--- src/sv/fen_pp_pkg.sv ---
// ----------------------------------------------------------------------------
// fen_pp_pkg
// Shared types and constants for the FEN position parser.
// ----------------------------------------------------------------------------
package fen_pp_pkg;

  typedef enum logic [3:0] {
    PH_PLACE,
    PH_SEP_A,
    PH_SIDE,
    PH_SEP_B,
    PH_CASTLE,
    PH_EP_FILE,
    PH_EP_RANK,
    PH_SEP_C,
    PH_HALF_FIRST,
    PH_HALF_SECOND,
    PH_HALF_EXTRA,
    PH_DONE
  } phase_t;

  // map indexes
  localparam int unsigned M_PAWN   = 0;
  localparam int unsigned M_KNIGHT = 1;
  localparam int unsigned M_BISHOP = 2;
  localparam int unsigned M_ROOK   = 3;
  localparam int unsigned M_QUEEN  = 4;
  localparam int unsigned M_KING   = 5;
  localparam int unsigned M_WHITE  = 6;
  localparam int unsigned M_BLACK  = 7;
  localparam int unsigned N_MAPS   = 8;

  // characters
  localparam logic [7:0] CH_ZERO  = 8'h30;
  localparam logic [7:0] CH_NINE  = 8'h39;
  localparam logic [7:0] CH_SLASH = 8'h2F;
  localparam logic [7:0] CH_SPACE = 8'h20;
  localparam logic [7:0] CH_DASH  = 8'h2D;
  localparam logic [7:0] CH_UA    = 8'h41;
  localparam logic [7:0] CH_UZ    = 8'h5A;
  localparam logic [7:0] CH_LA    = 8'h61;
  localparam logic [7:0] CH_LZ    = 8'h7A;
  localparam logic [7:0] CH_B     = 8'h62;
  localparam logic [7:0] CH_N     = 8'h6E;
  localparam logic [7:0] CH_P     = 8'h70;
  localparam logic [7:0] CH_Q     = 8'h71;
  localparam logic [7:0] CH_R     = 8'h72;
  localparam logic [7:0] CH_K     = 8'h6B;
  localparam logic [7:0] CH_UK    = 8'h4B;
  localparam logic [7:0] CH_UQ    = 8'h51;
  localparam logic [7:0] CH_CASE  = 8'h20;

  localparam logic [6:0] NO_EP    = 7'd64;

  // castling bits
  localparam logic [3:0] CR_WK = 4'd1;
  localparam logic [3:0] CR_WQ = 4'd2;
  localparam logic [3:0] CR_BK = 4'd4;
  localparam logic [3:0] CR_BQ = 4'd8;

  // placement step result
  typedef struct packed {
    logic [2:0]        rank;     // cursor after the byte
    logic [2:0]        file;
    logic              leave;    // rank 1 complete
    logic              to_side;  // early space
    logic [N_MAPS-1:0] map_sel;  // maps that take the square
    logic [5:0]        sq;       // square of the byte
  } place_upd_t;

endpackage

--- src/sv/fen_pp_place.sv ---
// ----------------------------------------------------------------------------
// fen_pp_place
// Board placement step: decodes one byte against the rank/file cursor.
// ----------------------------------------------------------------------------
module fen_pp_place (
  input  logic [7:0]             char_byte,
  input  logic [2:0]             rank,
  input  logic [2:0]             file,
  output fen_pp_pkg::place_upd_t upd
);
  import fen_pp_pkg::*;

  logic       is_digit;
  logic       is_upper;
  logic       is_lower;
  logic [4:0] digit_sum;
  logic [7:0] lc;
  logic       wrap;

  assign is_digit  = (char_byte >= CH_ZERO) && (char_byte <= CH_NINE);
  assign is_upper  = (char_byte >= CH_UA) && (char_byte <= CH_UZ);
  assign is_lower  = (char_byte >= CH_LA) && (char_byte <= CH_LZ);
  assign digit_sum = {2'b00, file} + {1'b0, char_byte[3:0]};
  assign lc        = char_byte | CH_CASE;

  always_comb begin
    upd         = '0;
    upd.rank    = rank;
    upd.file    = file;
    upd.sq      = {rank, file};
    wrap        = 1'b0;
    if (is_digit) begin
      if (digit_sum >= 5'd8) begin
        wrap = 1'b1;
      end else begin
        upd.file = digit_sum[2:0];
      end
    end else if (char_byte == CH_SLASH) begin
      upd.file = '0;
    end else if (char_byte == CH_SPACE) begin
      upd.to_side = 1'b1;
    end else if (is_upper || is_lower) begin
      upd.map_sel[is_upper ? M_WHITE : M_BLACK] = 1'b1;
      case (lc)
        CH_P:    upd.map_sel[M_PAWN]   = 1'b1;
        CH_N:    upd.map_sel[M_KNIGHT] = 1'b1;
        CH_B:    upd.map_sel[M_BISHOP] = 1'b1;
        CH_R:    upd.map_sel[M_ROOK]   = 1'b1;
        CH_Q:    upd.map_sel[M_QUEEN]  = 1'b1;
        CH_K:    upd.map_sel[M_KING]   = 1'b1;
        default: ;
      endcase
      if (file == 3'd7) begin
        wrap = 1'b1;
      end else begin
        upd.file = file + 3'd1;
      end
    end
    if (wrap) begin
      upd.file = '0;
      if (rank == '0) begin
        upd.leave = 1'b1;
      end else begin
        upd.rank = rank - 3'd1;
      end
    end
  end

endmodule

--- src/sv/fen_position_parser_unit.sv ---
// ----------------------------------------------------------------------------
// fen_position_parser_unit
// FEN record parser: one byte per transfer in, one full position out.
// ----------------------------------------------------------------------------
// Latency: a result appears on out_* the cycle after the byte that ends the
//   halfmove field is transferred (one register stage).
// Throughput: one byte per cycle; the input stalls only while a finished
//   result sits in the output register and out_tready is low.
// Reset (rst_n low, synchronous): maps cleared, cursor at rank 8 file a,
//   placement phase, flags cleared, en-passant none, output register empty.
// ----------------------------------------------------------------------------
module fen_position_parser_unit (
  input  logic         clk,
  input  logic         rst_n,
  input  logic         in_tvalid,
  output logic         in_tready,
  input  logic [7:0]   in_tdata,   // [7:0] char_byte
  input  logic         in_tuser,   // [0] new_record
  output logic         out_tvalid,
  input  logic         out_tready,
  // [63:0] pawn_map, [127:64] knight_map, [191:128] bishop_map,
  // [255:192] rook_map, [319:256] queen_map, [383:320] king_map,
  // [447:384] white_map, [511:448] black_map, [512] black_to_move,
  // [516:513] castle_rights, [523:517] ep_square, [530:524] halfmove_count,
  // [535:531] zero
  output logic [535:0] out_tdata
);
  import fen_pp_pkg::*;

  // parser state
  logic [N_MAPS-1:0][63:0] maps_r, maps_nxt, maps_cur;
  logic [2:0]              rank_r, rank_nxt, rank_cur;
  logic [2:0]              file_r, file_nxt, file_cur;
  phase_t                  phase_r, phase_nxt, phase_cur;
  logic                    side_r, side_nxt, side_cur;
  logic [3:0]              castle_r, castle_nxt, castle_cur;
  logic [2:0]              epf_r, epf_nxt, epf_cur;
  logic [6:0]              ep_r, ep_nxt, ep_cur;
  logic [6:0]              half_r, half_nxt, half_cur;

  // output register
  logic                    out_valid_r;
  logic [535:0]            out_data_r, out_data_nxt;

  logic                    in_xfer;
  logic                    emit;
  logic [7:0]              c;
  logic                    c_digit;
  logic [63:0]             sq_bit;
  place_upd_t              pu;

  assign c       = in_tdata;
  assign c_digit = (c >= CH_ZERO) && (c <= CH_NINE);

  // accept unless a result is waiting and will not move this cycle
  assign in_tready = !out_valid_r || out_tready;
  assign in_xfer   = in_tvalid && in_tready;

  // new_record clears everything before the byte is used
  always_comb begin
    if (in_tuser) begin
      maps_cur   = '0;
      rank_cur   = 3'd7;
      file_cur   = '0;
      phase_cur  = PH_PLACE;
      side_cur   = 1'b0;
      castle_cur = '0;
      epf_cur    = '0;
      ep_cur     = NO_EP;
      half_cur   = '0;
    end else begin
      maps_cur   = maps_r;
      rank_cur   = rank_r;
      file_cur   = file_r;
      phase_cur  = phase_r;
      side_cur   = side_r;
      castle_cur = castle_r;
      epf_cur    = epf_r;
      ep_cur     = ep_r;
      half_cur   = half_r;
    end
  end

  fen_pp_place u_place (
    .char_byte (c),
    .rank      (rank_cur),
    .file      (file_cur),
    .upd       (pu)
  );

  assign sq_bit = 64'd1 << pu.sq;

  always_comb begin
    maps_nxt   = maps_cur;
    rank_nxt   = rank_cur;
    file_nxt   = file_cur;
    phase_nxt  = phase_cur;
    side_nxt   = side_cur;
    castle_nxt = castle_cur;
    epf_nxt    = epf_cur;
    ep_nxt     = ep_cur;
    half_nxt   = half_cur;
    emit       = 1'b0;
    unique case (phase_cur)
      PH_PLACE: begin
        for (int i = 0; i < N_MAPS; i++) begin
          if (pu.map_sel[i]) begin
            maps_nxt[i] = maps_cur[i] | sq_bit;
          end
        end
        rank_nxt = pu.rank;
        file_nxt = pu.file;
        if (pu.to_side) begin
          phase_nxt = PH_SIDE;
        end else if (pu.leave) begin
          phase_nxt = PH_SEP_A;
        end
      end
      PH_SEP_A: phase_nxt = PH_SIDE;
      PH_SIDE: begin
        side_nxt  = (c == CH_B);
        phase_nxt = PH_SEP_B;
      end
      PH_SEP_B: phase_nxt = PH_CASTLE;
      PH_CASTLE: begin
        case (c)
          CH_UK:    castle_nxt = castle_cur | CR_WK;
          CH_UQ:    castle_nxt = castle_cur | CR_WQ;
          CH_K:     castle_nxt = castle_cur | CR_BK;
          CH_Q:     castle_nxt = castle_cur | CR_BQ;
          CH_SPACE: phase_nxt  = PH_EP_FILE;
          default:  ;
        endcase
      end
      PH_EP_FILE: begin
        if (c == CH_DASH) begin
          ep_nxt    = NO_EP;
          phase_nxt = PH_SEP_C;
        end else begin
          // (c - 'a') & 7; 'a' has low bits 001
          epf_nxt   = c[2:0] - 3'd1;
          phase_nxt = PH_EP_RANK;
        end
      end
      PH_EP_RANK: begin
        // ((c - '1') & 7) * 8 + file; '1' has low bits 001
        ep_nxt    = {1'b0, c[2:0] - 3'd1, epf_cur};
        phase_nxt = PH_SEP_C;
      end
      PH_SEP_C: phase_nxt = PH_HALF_FIRST;
      PH_HALF_FIRST: begin
        if (c_digit) begin
          half_nxt  = {3'b000, c[3:0]};
          phase_nxt = PH_HALF_SECOND;
        end else begin
          half_nxt  = '0;
          phase_nxt = PH_DONE;
          emit      = 1'b1;
        end
      end
      PH_HALF_SECOND: begin
        if (c_digit) begin
          // hold * 10 + digit, at most 99
          half_nxt  = (half_cur << 3) + (half_cur << 1) + {3'b000, c[3:0]};
          phase_nxt = PH_HALF_EXTRA;
        end else begin
          phase_nxt = PH_DONE;
          emit      = 1'b1;
        end
      end
      PH_HALF_EXTRA: begin
        if (!c_digit) begin
          phase_nxt = PH_DONE;
          emit      = 1'b1;
        end
      end
      default: phase_nxt = PH_DONE;
    endcase
  end

  assign out_data_nxt = {5'b00000, half_nxt, ep_nxt, castle_nxt, side_nxt,
                         maps_nxt[M_BLACK], maps_nxt[M_WHITE],
                         maps_nxt[M_KING],  maps_nxt[M_QUEEN],
                         maps_nxt[M_ROOK],  maps_nxt[M_BISHOP],
                         maps_nxt[M_KNIGHT], maps_nxt[M_PAWN]};

  always_ff @(posedge clk) begin
    if (!rst_n) begin
      maps_r   <= '0;
      rank_r   <= 3'd7;
      file_r   <= '0;
      phase_r  <= PH_PLACE;
      side_r   <= 1'b0;
      castle_r <= '0;
      epf_r    <= '0;
      ep_r     <= NO_EP;
      half_r   <= '0;
    end else if (in_xfer) begin
      maps_r   <= maps_nxt;
      rank_r   <= rank_nxt;
      file_r   <= file_nxt;
      phase_r  <= phase_nxt;
      side_r   <= side_nxt;
      castle_r <= castle_nxt;
      epf_r    <= epf_nxt;
      ep_r     <= ep_nxt;
      half_r   <= half_nxt;
    end
  end

  always_ff @(posedge clk) begin
    if (!rst_n) begin
      out_valid_r <= 1'b0;
    end else if (in_xfer && emit) begin
      out_valid_r <= 1'b1;
    end else if (out_tready) begin
      out_valid_r <= 1'b0;
    end
  end

  always_ff @(posedge clk) begin
    if (in_xfer && emit) begin
      out_data_r <= out_data_nxt;
    end
  end

  assign out_tvalid = out_valid_r;
  assign out_tdata  = out_data_r;

  // a pending result must hold off further input
  a_stall: assert property (@(posedge clk) disable iff (!rst_n)
    out_valid_r && !out_tready |-> !in_tready)
    else $error("input taken while result pending");

  // a result always leaves the parser in the done phase
  a_done: assert property (@(posedge clk) disable iff (!rst_n)
    in_xfer && emit |=> phase_r == PH_DONE && out_valid_r)
    else $error("result emitted without done phase");

  // castling bits move only inside the castling field or on a new record
  a_castle: assert property (@(posedge clk) disable iff (!rst_n)
    in_xfer && !in_tuser && phase_r != PH_CASTLE |=> $stable(castle_r))
    else $error("castling flags changed outside castling field");

  // halfmove count never exceeds two decimal digits
  a_half: assert property (@(posedge clk) disable iff (!rst_n)
    half_r <= 7'd99)
    else $error("halfmove count out of range");

endmodule

--- config.mk ---
export PLATFORM = sky130hd
export DESIGN_NAME = fen_position_parser_unit
export DESIGN_NICKNAME = d
export VERILOG_FILES = /design/src/sv/fen_pp_pkg.sv /design/src/sv/fen_pp_place.sv /design/src/sv/fen_position_parser_unit.sv
export SDC_FILE = /design/constraint.sdc
export NUM_CORES = 2
export LEC_CHECK = 0
export BUFFER_PORTS_ARGS = -buffer_cell sky130_fd_sc_hd__buf_2
export CORE_MARGIN = 4
export CORE_UTILIZATION = 35
export DETAILED_ROUTE_END_ITERATION = 16
export GPL_TIMING_DRIVEN = 0
export SLEW_MARGIN = 20
export SYNTH_ARGS = -nofsm -noshare
export SYNTH_HDL_FRONTEND = slang
export SYNTH_HIERARCHICAL = 1
export SYNTH_SLANG_ARGS = --single-unit
export TNS_END_PERCENT = 100
--- constraint.sdc ---
create_clock -name clk -period 56.6 [get_ports clk]
set_clock_uncertainty 0.05 [all_clocks]
set_input_delay 2.83 -clock clk [delete_from_list [all_inputs] [get_ports clk]]
set_output_delay 2.83 -clock clk [all_outputs]
set_load 0.1 [all_outputs]
==> flow_summary.toml <==
[outcome]
outcome = "finished, final reports clean"

[placement]
dp_hpwl_mm = 123.8
portBuffers = 544
gp_congestion = 0.8868
pre_cts_slack_ns = 48.12
placed_cell_area_sq_um = 47200
post-place-cells = 5627

[clock_network]
clock_tree.buffer_depth = 3
numClockSinks = 1076
cts_max_level = 3
clk_latency_ns = 0.71
cts_tree = "yes"
cts_setup_buffers = 0
clk_root_buffer_cell = "clkbuf_16"
cts.clk_slew.worst_paths_ns = 0.06
hold_buffers = 0
post_cts_resized = 0
cts_buffers = 111

[timing]
tightest_slew_ns = 1.285
tns_ns = 0
clock.fmax_ghz = 0.1264
finalCritPeriodShare_pct = 13.98
hold_viol = 0
min_period_ns = 7.913
relSlewSlack_pct = 14.27
setup_ws_ns = 48.69
final-max-slew-violation-count = 0
rsz0062_at_grt = "false"
setup_viol = 0

[logic_synthesis]
ys_types = 70
synth_top_area_share_pct = 38.42
ys_seq_elements = 1076
synth-edff-count = 531
async_flop_share_pct = 0
syn-cell-area_sq_um = 41500
syn_inst = 3452
synth.avg_cell_area_sq_um = 12.02
yosysSeqAreaShare_pct = 64.71
synth_top_area_cell = "edfxtp_1"
synth_ff_type = "dfxtp_1"
synth_top_cells_by_area = "edfxtp_1, dfxtp_1, o2bb2ai_1"
ys_warn_count = 6

[critical_path]
reg2regPathDepth = 15
r2r_slack_ns = 51.53
reg2reg_from = "out_tvalid"
end_kind = "flop"
r2r-end = "out_tdata[361]"
start_kind = "primary input"
cp_max_fo = 10
worstPathRequired_ns = 56.94
critPathArrivalTime_ns = 8.25
worstSetupPathType = "in -> reg"

[final_layout]
drive_gt1_share_pct = 23.79
post-route-util_pct = 43.15
final_cell_count_no_fill = 5839
areaGrowthSynthToFinish_pct = 22.60
layout.nets = 4239
final_area_sq_um = 50880

[global_routing]
grt_pass1_vias = 31959
overflow = 0
grt_pass1_wl_mm = 238.1
grt_antenna_before_repair = 17
grt_start_max_net_pins = 16
track_usage_pct = 26.38

[power]
ir_drop_mv = 0.02294
p_leak_uw = 0.01710
power.density_nw_per_um2 = 31.46

[worst_hold_path]
holdPathStages = 2
min-delay-start = "castle_r[3]"
min_to = "castle_r[3]"
hp-class = "reg -> reg"

[floorplan]
dieArea_sq_um = 124200
die_x_um = 352.4
fp.dieH_um = 352.4
io_pins = 551
rows = 126
initial_utilization_pct = 35.19
core_sq_um = 117900

[detailed_routing]
drc_errors = 0
drtIter0Drc = 4604
dr.pass1.iters = 6
vias_per_cell = 5.799
antenna_left = 0
via_count = 33860
routed_wl_mm = 170.7
wire_per_inst_um = 29.23

[job]
cap_violations = 0
-- per-stage QoR --
step	total power (uW)	hold slack [ns]
floorplan	853.6	0.3866
global placement	875.1	0.3971
detailed placement	875.5	0.4073
CTS	1608	0.4185
global route	1644	0.4415
finish	1600	0.4263
-- cells in the final DEF, fill, tap and decap left out, types with 22 or more instances in the layout --
cell	synthesis	final
buf_2	89	642
nor2_1	566	564
dfxtp_1	545	545
edfxtp_1	531	531
a22oi_1	519	519
o2bb2ai_1	514	514
clkbuf_1	200	208
clkbuf_16	0	115
nand2_1	107	107
buf_4	18	82
nor3_2	0	44
buf_1	28	28
o21ai_0	25	25
clkbuf_2	0	22
inv_1	22	22
-- worst max-delay path by stage --
| stage | start | to | slack (ns) | depth (start not counted) |
|---|---|---|---|---|
| after global routing | in_tuser | out_tdata[178] | 48.60 | 13 |
| after global placement | in_tdata[0] | out_tdata[360] | -2.39 | 7 |
| after floorplan | out_tready | out_tdata[0] | 14.12 | 5 |
| final | in_tuser | out_tdata[178] | 48.69 | 13 |
| after CTS | in_tuser | out_tdata[50] | 48.86 | 13 |
| after detailed placement | in_tuser | out_tdata[329] | 48.12 | 13 |
-- critical path: stages --
cell and delay (ns):
buf_2 0.11, clkbuf_1 0.37, buf_2 0.35, clkbuf_1 0.51, clkbuf_1 0.54, nor2b_1 0.33, buf_4 0.25, nand2b_1 0.07
clkbuf_1 0.68, buf_1 0.86, nor2_1 0.40, nand2_1 0.63, o2bb2ai_1 0.29
-- state kept, by name (all words and copies together) (netlist names) --
name	count
castle_r	4
half_r	7
ep_r	7
out_tvalid	1
out_tdata	531
file_r	3
epf_r	3
rank_r	3
maps_r	512
side_r	1
phase_r	4
-- layer usage --
| layer | GRT usage (%) | routed length (um) | vias up | part of all wire (%) |
|---|---|---|---|---|
| met5 | 0 | 102 | - | 0.060 |
| met4 | 11.17 | 8037 | 16 | 4.7 |
| met3 | 6.014 | 16460 | 335 | 9.6 |
| met2 | 40.58 | 75520 | 1922 | 44 |
| met1 | 35.88 | 70580 | 16907 | 41 |
| li1 | - | - | 14680 | - |
-- area by class of cell --
type | count | area, sq um
Antenna cell | 2 | 5.005
Buffer | 336 | 1470
Clock buffer | 156 | 3147
Clock inverter | 54 | 500.5
Fill cell | 11120 | 67040
Inverter | 23 | 86.33
Multi-Input combinational cell | 2021 | 13440
Sequential cell | 1076 | 26860
Tap cell | 1536 | 1922
Timing Repair Buffer | 635 | 3451
-- power breakdown --
part / switching (uW) / internal, uW
Sequential: 0.277 / 810
Clock: 316 / 424
Combinational: 42.6 / 7.72
-- kinds of logic (layout without fill, tap and decap cells) --
logic type      count (synthesis)  count (layout)  share of synthesized area [%]
compound gates               1130            1130                          21.82
flops                        1076            1076                          64.71
simple gates                  845             845                          8.610
buf+inv                       359            1204                          3.696
fa+ha+maj                      22              22                         0.7175
mux                            10              10                         0.2472
xor+xnor                        9               9                         0.1899
other cells                     1               7                       0.009036
-- Yosys cell counts (all sizes together), types with 3 or more instances --
cell type and instances:
a31oi 5, a211oi 4, o2bb2ai 514, mux2i 8, or2 8, xnor2 6, xor2 3, nor4 15
a22oi 519, ha 19, nor3b 5, and3 3, nand2 108, and2 5, o41ai 3, inv 23
edfxtp 531, nand2b 11, clkbuf 200, nor2 574, buf 136, a32o 3, o21ai 35, a32oi 3
fa 3, nand3 20, or3b 3, or3 5, nor3 61, dfxtp 545, nor2b 15, nand4 3
a22o 3, a21oi 19, o21a 3, a21o 4
No activity file was read; power rests on OpenSTA's default activity.
